File: src/tkct_pkg.sv
// Package with shared types, constants and codes of the top-k count tracker.
`timescale 1ns / 1ps

package tkct_pkg;

   localparam int KEY_BITS        = 32;
   localparam int COUNT_BITS      = 32;
   localparam int RANK_BITS       = 5;
   localparam int TOP_ENTRIES_DEF = 20;

   // Operation codes carried in the opcode field of a request item.
   localparam logic OP_INSERT = 1'b0;
   localparam logic OP_READ   = 1'b1;

   typedef struct packed {
      logic                  opcode;
      logic [KEY_BITS-1:0]   word_key;
      logic [COUNT_BITS-1:0] occurrences;
   } req_type;

   typedef struct packed {
      logic                  valid_res;
      logic [RANK_BITS-1:0]  rank;
      logic [KEY_BITS-1:0]   entry_key;
      logic [COUNT_BITS-1:0] entry_count;
      logic                  last;
   } rsp_type;

   typedef enum logic {
      ST_IDLE,
      ST_READ
   } state_type;

   // Commands from the controller to the datapath.
   typedef struct packed {
      logic ins_en;
      logic emit_en;
      logic idx_clr;
      logic idx_inc;
   } cmd_type;

   // Status from the datapath to the controller.
   typedef struct packed {
      logic out_free;
      logic empty;
      logic at_last;
   } status_type;

endpackage

File: src/top_k_count_tracker_unit.sv
// Top level of the top-k count tracker: controller and datapath.
`timescale 1ns / 1ps

// The tracker keeps up to TOP_ENTRIES (key, count) entries in a row of slot
// registers sorted by descending count, ties kept in arrival order. An insert
// item is accepted in the idle state: every slot compares its count with the
// new one in parallel, and each slot either holds, loads the new entry, or
// takes its neighbor's entry, dropping the last one when the list is full. A
// read item streams the list out one result item per cycle while the consumer
// takes each result, rank zero first, with last set on the final one; an empty
// list answers with one item whose valid_res is clear. The read stalls while a
// result waits in the output register and rsp_ready is low, and no request item
// is taken until the last result has entered the output register. Result items
// leave through a single output register, so an insert may be accepted while a
// result still waits to be taken.

module top_k_count_tracker_unit #(
   parameter int TOP_ENTRIES = tkct_pkg::TOP_ENTRIES_DEF
) (
   input  logic              clock,
   input  logic              reset,
   input  logic              req_valid,
   output logic              req_ready,
   input  tkct_pkg::req_type req_data,
   output logic              rsp_valid,
   input  logic              rsp_ready,
   output tkct_pkg::rsp_type rsp_data
);

   tkct_pkg::cmd_type    cmd;
   tkct_pkg::status_type status;

   // The controller sequences read-outs and gates the request channel.
   tkct_ctrl u_ctrl (
      .clock      (clock),
      .reset      (reset),
      .req_valid  (req_valid),
      .req_opcode (req_data.opcode),
      .req_ready  (req_ready),
      .status     (status),
      .cmd        (cmd)
   );

   // The datapath holds the sorted slot row and the result register.
   tkct_datapath #(
      .TOP_ENTRIES (TOP_ENTRIES)
   ) u_datapath (
      .clock     (clock),
      .reset     (reset),
      .req_data  (req_data),
      .cmd       (cmd),
      .status    (status),
      .rsp_valid (rsp_valid),
      .rsp_ready (rsp_ready),
      .rsp_data  (rsp_data)
   );

endmodule

File: src/tkct_ctrl.sv
// Controller state machine of the top-k count tracker.
`timescale 1ns / 1ps

module tkct_ctrl (
   input  logic                clock,
   input  logic                reset,
   input  logic                req_valid,
   input  logic                req_opcode,
   output logic                req_ready,
   input  tkct_pkg::status_type status,
   output tkct_pkg::cmd_type    cmd
);

   tkct_pkg::state_type state_ff;
   tkct_pkg::state_type state_in;

   always_ff @(posedge clock) begin
      if (reset) begin
         state_ff <= tkct_pkg::ST_IDLE;
      end else begin
         state_ff <= state_in;
      end
   end

   always_comb begin
      state_in = state_ff;
      case (state_ff)
         tkct_pkg::ST_IDLE: begin
            if (req_valid && req_opcode == tkct_pkg::OP_READ) begin
               state_in = tkct_pkg::ST_READ;
            end
         end
         tkct_pkg::ST_READ: begin
            if (status.out_free && (status.at_last || status.empty)) begin
               state_in = tkct_pkg::ST_IDLE;
            end
         end
         default: begin
            state_in = tkct_pkg::ST_IDLE;
         end
      endcase
   end

   always_comb begin
      req_ready   = 1'b0;
      cmd.ins_en  = 1'b0;
      cmd.emit_en = 1'b0;
      cmd.idx_clr = 1'b0;
      cmd.idx_inc = 1'b0;
      case (state_ff)
         tkct_pkg::ST_IDLE: begin
            req_ready = 1'b1;
            if (req_valid) begin
               if (req_opcode == tkct_pkg::OP_INSERT) begin
                  cmd.ins_en = 1'b1;
               end else begin
                  cmd.idx_clr = 1'b1;
               end
            end
         end
         tkct_pkg::ST_READ: begin
            if (status.out_free) begin
               cmd.emit_en = 1'b1;
               if (status.at_last || status.empty) begin
                  cmd.idx_clr = 1'b1;
               end else begin
                  cmd.idx_inc = 1'b1;
               end
            end
         end
         default: begin
            req_ready = 1'b0;
         end
      endcase
   end

endmodule

File: src/tkct_datapath.sv
// Datapath of the top-k count tracker: sorted slot row, read index and output register.
`timescale 1ns / 1ps

module tkct_datapath #(
   parameter int TOP_ENTRIES = tkct_pkg::TOP_ENTRIES_DEF
) (
   input  logic                 clock,
   input  logic                 reset,
   input  tkct_pkg::req_type    req_data,
   input  tkct_pkg::cmd_type    cmd,
   output tkct_pkg::status_type status,
   output logic                 rsp_valid,
   input  logic                 rsp_ready,
   output tkct_pkg::rsp_type    rsp_data
);

   localparam int IDX_W = (TOP_ENTRIES > 1) ? $clog2(TOP_ENTRIES) : 1;
   localparam int OCC_W = $clog2(TOP_ENTRIES + 1);
   localparam logic [OCC_W-1:0] OCC_FULL = OCC_W'(TOP_ENTRIES);

   logic [tkct_pkg::KEY_BITS-1:0]   key_ff [TOP_ENTRIES];
   logic [tkct_pkg::COUNT_BITS-1:0] cnt_ff [TOP_ENTRIES];
   logic [tkct_pkg::KEY_BITS-1:0]   key_in [TOP_ENTRIES];
   logic [tkct_pkg::COUNT_BITS-1:0] cnt_in [TOP_ENTRIES];
   logic [TOP_ENTRIES-1:0]          ge;

   logic [OCC_W-1:0]  occ_ff, occ_in;
   logic [IDX_W-1:0]  idx_ff, idx_in;
   logic              rsp_valid_ff, rsp_valid_in;
   tkct_pkg::rsp_type rsp_ff, rsp_in;

   // A slot stays put when it is occupied and its count is at least the new one.
   // Since the row is sorted, these flags form a run of ones from slot zero.
   for (genvar i = 0; i < TOP_ENTRIES; i++) begin : g_cell
      assign ge[i] = (OCC_W'(i) < occ_ff) && (cnt_ff[i] >= req_data.occurrences);

      if (i == 0) begin : g_head
         always_comb begin
            key_in[i] = key_ff[i];
            cnt_in[i] = cnt_ff[i];
            if (cmd.ins_en && !ge[i]) begin
               key_in[i] = req_data.word_key;
               cnt_in[i] = req_data.occurrences;
            end
         end
      end else begin : g_body
         always_comb begin
            key_in[i] = key_ff[i];
            cnt_in[i] = cnt_ff[i];
            if (cmd.ins_en && !ge[i]) begin
               if (ge[i-1]) begin
                  key_in[i] = req_data.word_key;
                  cnt_in[i] = req_data.occurrences;
               end else begin
                  key_in[i] = key_ff[i-1];
                  cnt_in[i] = cnt_ff[i-1];
               end
            end
         end
      end

      always_ff @(posedge clock) begin
         key_ff[i] <= key_in[i];
         cnt_ff[i] <= cnt_in[i];
      end
   end

   always_comb begin
      occ_in = occ_ff;
      if (cmd.ins_en && occ_ff != OCC_FULL) begin
         occ_in = occ_ff + OCC_W'(1);
      end
   end

   always_comb begin
      idx_in = idx_ff;
      if (cmd.idx_clr) begin
         idx_in = '0;
      end else if (cmd.idx_inc) begin
         idx_in = idx_ff + IDX_W'(1);
      end
   end

   assign status.empty    = (occ_ff == '0);
   assign status.at_last  = ({1'b0, idx_ff} + (IDX_W+1)'(1)) == (IDX_W+1)'(occ_ff);
   assign status.out_free = !rsp_valid_ff || rsp_ready;

   always_comb begin
      rsp_in = rsp_ff;
      if (cmd.emit_en) begin
         rsp_in.valid_res   = !status.empty;
         rsp_in.rank        = tkct_pkg::RANK_BITS'(idx_ff);
         rsp_in.entry_key   = status.empty ? '0 : key_ff[idx_ff];
         rsp_in.entry_count = status.empty ? '0 : cnt_ff[idx_ff];
         rsp_in.last        = status.empty || status.at_last;
      end
   end

   always_comb begin
      rsp_valid_in = rsp_valid_ff;
      if (cmd.emit_en) begin
         rsp_valid_in = 1'b1;
      end else if (rsp_ready) begin
         rsp_valid_in = 1'b0;
      end
   end

   always_ff @(posedge clock) begin
      if (reset) begin
         occ_ff       <= '0;
         idx_ff       <= '0;
         rsp_valid_ff <= 1'b0;
      end else begin
         occ_ff       <= occ_in;
         idx_ff       <= idx_in;
         rsp_valid_ff <= rsp_valid_in;
      end
      rsp_ff <= rsp_in;
   end

   assign rsp_valid = rsp_valid_ff;
   assign rsp_data  = rsp_ff;

`ifndef SYNTHESIS
   // Occupancy never goes past the number of slots.
   a_occ_range: assert property (@(posedge clock) disable iff (reset)
      occ_ff <= OCC_FULL)
      else $error("occupancy beyond slot count");

   // An insert into a list that is not full grows it by one.
   a_occ_grow: assert property (@(posedge clock) disable iff (reset)
      cmd.ins_en && occ_ff != OCC_FULL |=> occ_ff == $past(occ_ff) + OCC_W'(1))
      else $error("insert did not grow the list");

   // An entry is only emitted into a free output register.
   a_emit_free: assert property (@(posedge clock) disable iff (reset)
      cmd.emit_en |-> status.out_free)
      else $error("result overwritten before it was taken");

   // While reading, the index stays inside the occupied part of the list.
   a_idx_range: assert property (@(posedge clock) disable iff (reset)
      cmd.emit_en && !status.empty |-> (OCC_W+1)'(idx_ff) < (OCC_W+1)'(occ_ff))
      else $error("read index past occupancy");
`endif

endmodule
File: config.mk
export PLATFORM = sky130hd
export DESIGN_NAME = top_k_count_tracker_unit
export DESIGN_NICKNAME = d
export VERILOG_FILES = /design/src/tkct_pkg.sv /design/src/top_k_count_tracker_unit.sv /design/src/tkct_ctrl.sv /design/src/tkct_datapath.sv
export SDC_FILE = /design/constraint.sdc
export NUM_CORES = 2
export LEC_CHECK = 0
export ABC_CLOCK_PERIOD_IN_PS = 26300
export BUFFER_PORTS_ARGS = -buffer_cell sky130_fd_sc_hd__buf_4
export CORE_MARGIN = 4
export CORE_UTILIZATION = 64
export DETAILED_ROUTE_END_ITERATION = 6
export PLACE_DENSITY = 0.82
export SLEW_MARGIN = 0
export SYNTH_ARGS = -nofsm -noshare
export SYNTH_HDL_FRONTEND = slang
export SYNTH_SLANG_ARGS = --single-unit
File: constraint.sdc
create_clock -name clock -period 26.3 [get_ports clock]
set_input_delay 5.26 -clock clock [delete_from_list [all_inputs] [get_ports clock]]
set_output_delay 5.26 -clock clock [all_outputs]
set_load 0.03 [all_outputs]
==> out/metrics.cfg <==
[outcome]
violations = max-capacitance violations, max-slew violations
outcome = finished with violations

[sta]
max_freq_mhz = 97.22
setup_viol = 0
hold_violations = 0
post-route-min-period_ns = 10.29
worstMarginPinSlew_ns = 1.746
rsz0062_at_grt = false
slew_violations = 2
maxSlewHeadroom_pct = -19.41
worst_clock_skew_ns = 0.03589
setup_tns_ns = 0
post-route-period-util_pct = 39.11

[global_route]
grt_pass1_vias = 51940
track_usage_pct = 38.13
antenna_found_initial = 12
grt_max_degree = 94
grt_first_pass_wirelength_um = 363400
gr-total-overflow = 0

[yosys]
synth_edf_count = 1351
synth_cell_types = 64
syn_area_mm2 = 0.08059
yosysWarnings = 0
syn-num-nets = 5929
synth_seq_cells = 1363
ys_seq_area_share_pct = 50.64
syn_inst = 5217
ys_async_sr_fraction_pct = 0
synth-main-ff-cell = edfxtp_1
synth_area_per_cell_um2 = 15.45

[clock_tree]
cts.sinks = 1363
clock-root-buffer = clkbuf_16
clock_latency_ns = 0.82
clockBufferDepth = 3
post-cts-setup-buffers = 0
cts_buffers = 145
htreeDepth = 4
cts.repair.resized = 0
clk_pin_slew_ns = 0.06
cts_tree = built
hold_buffers = 0

[worst_hold_path]
hold_path_depth = 2
hp-start = u_datapath.rsp_valid
hold_end = u_datapath.rsp_valid
hp-class = reg2reg

[worst_setup_path]
path_class = in2reg
r2r_cells = 9
worstSetupStartpointType = input pin
rr_endpoint = u_datapath.key_ff[4][1]
crit_arrival_ns = 10.70
r2r-start = u_datapath.occ_ff[4]
cp_max_fo = 44
crit_required_ns = 26.72
crit_path_end_kind = flip-flop
reg2reg_slack_ns = 20.58

[layout]
stdcell_count = 6991
drive_above_1_share_pct = 34.04
areaGrowthSynthToFinish_pct = 8.756
fill_cells = 8043
num-nets-final = 5950
final_common_cell = edfxtp_1
mostFrequentLayoutCells = 1351 x edfxtp_1, 858 x mux2_2, 643 x ha_1, 384 x mux4_2, 288 x mux2_1

[drt]
post_drt_wl_per_cell_um = 36.10
firstDrtPassIters = 6
via_per_inst = 7.542
wl_um = 252300
num_vias = 52730
drc = 0
final_antenna_net_count = 0
drt_iter0_markers = 7594

[placement]
gp_congestion = 1.029
placedCellCount = 6728
dp_hpwl_um = 161600
port_buffers = 141

[floorplan]
die_h_um = 362.9
core_mm2 = 0.1244
dieWidth_um = 362.9
initial_core_util_pct = 64.76
rows = 129
io_pins = 142
die_area_mm2 = 0.1317

[power]
cellPowerDensity_mw_per_mm2 = 59.64
vdd_drop_max_uv = 78.08
cellLeakagePower_nw = 31.29

[run]
drv_cap = 1

cell families after synthesis:
family,share of synthesized area [%]
buffers and inverters,2.697
AND/OR/NAND/NOR,3.352
AO/OA/AOI/OAI,4.347
multiplexers,28.85
flip-flops,50.64
adder cells (fa/ha/maj),9.983
XOR/XNOR,0.1304
per-stage QoR:
stage	power, W	cell area (um^2)	worst slack, ns	util [%]	hold WS (ns)
3_5_place_dp	0.003196	83030	15.47	66.72	0.5291
3_3_place_gp	0.003174	83010	15.05	66.71	0.5204
4_1_cts	0.005212	87630	16.30	70.42	0.5404
5_1_grt	0.005367	87640	16.08	70.43	0.5717
2_1_floorplan	0.002959	80590	14.34	-	0.4029
6_report	0.005228	87650	16.01	70.43	0.5430
synthesized netlist by cell type, types with 24 or more instances:
cell type	count	area, um^2
buf_4	26	195.2
nor2_1	107	401.6
mux2_1	288	3243
mux4_2	384	8648
inv_1	70	262.8
and2_1	25	156.4
buf_2	110	550.5
nor3_1	24	120.1
nand3_1	65	325.3
o21ai_0	77	385.4
clkbuf_1	157	589.3
nand4_1	91	569.3
mux2_4	70	1051
ha_1	643	8045
edfxtp_1	1351	40570
nand2b_1	25	156.4
buf_1	44	165.2
mux2i_1	65	650.6
nand2_1	140	525.5
a21o_1	58	435.4
mux2_2	858	9662
a21oi_1	234	1171
a41oi_1	30	262.8
buf_6	36	405.4
metal layers:
| layer | share of wire [%] | vias up | global-route usage, % |
|---|---|---|---|
| met5 | 0.010 | - | 0 |
| met4 | 5.5 | 4 | 18.36 |
| met3 | 13 | 684 | 10.86 |
| met2 | 44 | 3995 | 57.00 |
| met1 | 37 | 26850 | 51.95 |
| li1 | - | 21200 | - |
flip-flops by register name, summed over array words and instances, names as in the netlist:
| name | flops |
|---|---|
| u_datapath.occ_ff | 5 |
| u_datapath.cnt_ff | 640 |
| u_ctrl.state_ff | 1 |
| u_datapath.rsp_valid | 1 |
| u_datapath.rsp_data | 71 |
| u_datapath.key_ff | 640 |
| u_datapath.idx_ff | 5 |
area by class of cell:
class                           instances  area [um^2]  share of cell area (%)
Multi-Input combinational cell       3410        38000                   43.36
Clock inverter                         75        794.5                  0.9065
Sequential cell                      1363        40830                   46.58
Clock buffer                          180         3802                   4.338
Inverter                               70        265.3                  0.3026
Tap cell                             1637         2048                   2.337
Antenna cell                            8        20.02                 0.02284
Timing Repair Buffer                  248         1889                   2.156
worst max path at each step:
| stage | from | depth (start not counted) | endpoint |
|---|---|---|---|
| after CTS | req_data[14] | 12 | u_datapath.key_ff[4][1] |
| after floorplan | req_data[5] | 9 | u_datapath.cnt_ff[19][0] |
| after global placement | req_data[14] | 10 | u_datapath.cnt_ff[11][3] |
| final | req_data[14] | 12 | u_datapath.key_ff[4][1] |
| after global routing | req_data[14] | 12 | u_datapath.cnt_ff[4][21] |
| after detailed placement | req_data[14] | 12 | u_datapath.key_ff[4][7] |
where the power goes:
part	internal, W	switching, W	leakage (nW)
Combinational	0.000219	0.000366	16.3
Sequential	0.00252	0.0000730	12.7
Clock	0.00114	0.000909	2.24
Total	0.00388	0.00135	31.3
worst max-delay path, cell delays in order:
cell and delay, ns:
buf_4 0.18, inv_1 0.70, ha_1 0.40, a21o_1 0.17
a21oi_1 0.36, o211a_1 0.21, o211ai_1 0.23, a41oi_4 0.25
buf_4 0.49, buf_4 0.91, and2_4 0.59, buf_4 0.84
(Power assumes the default switching activity.)
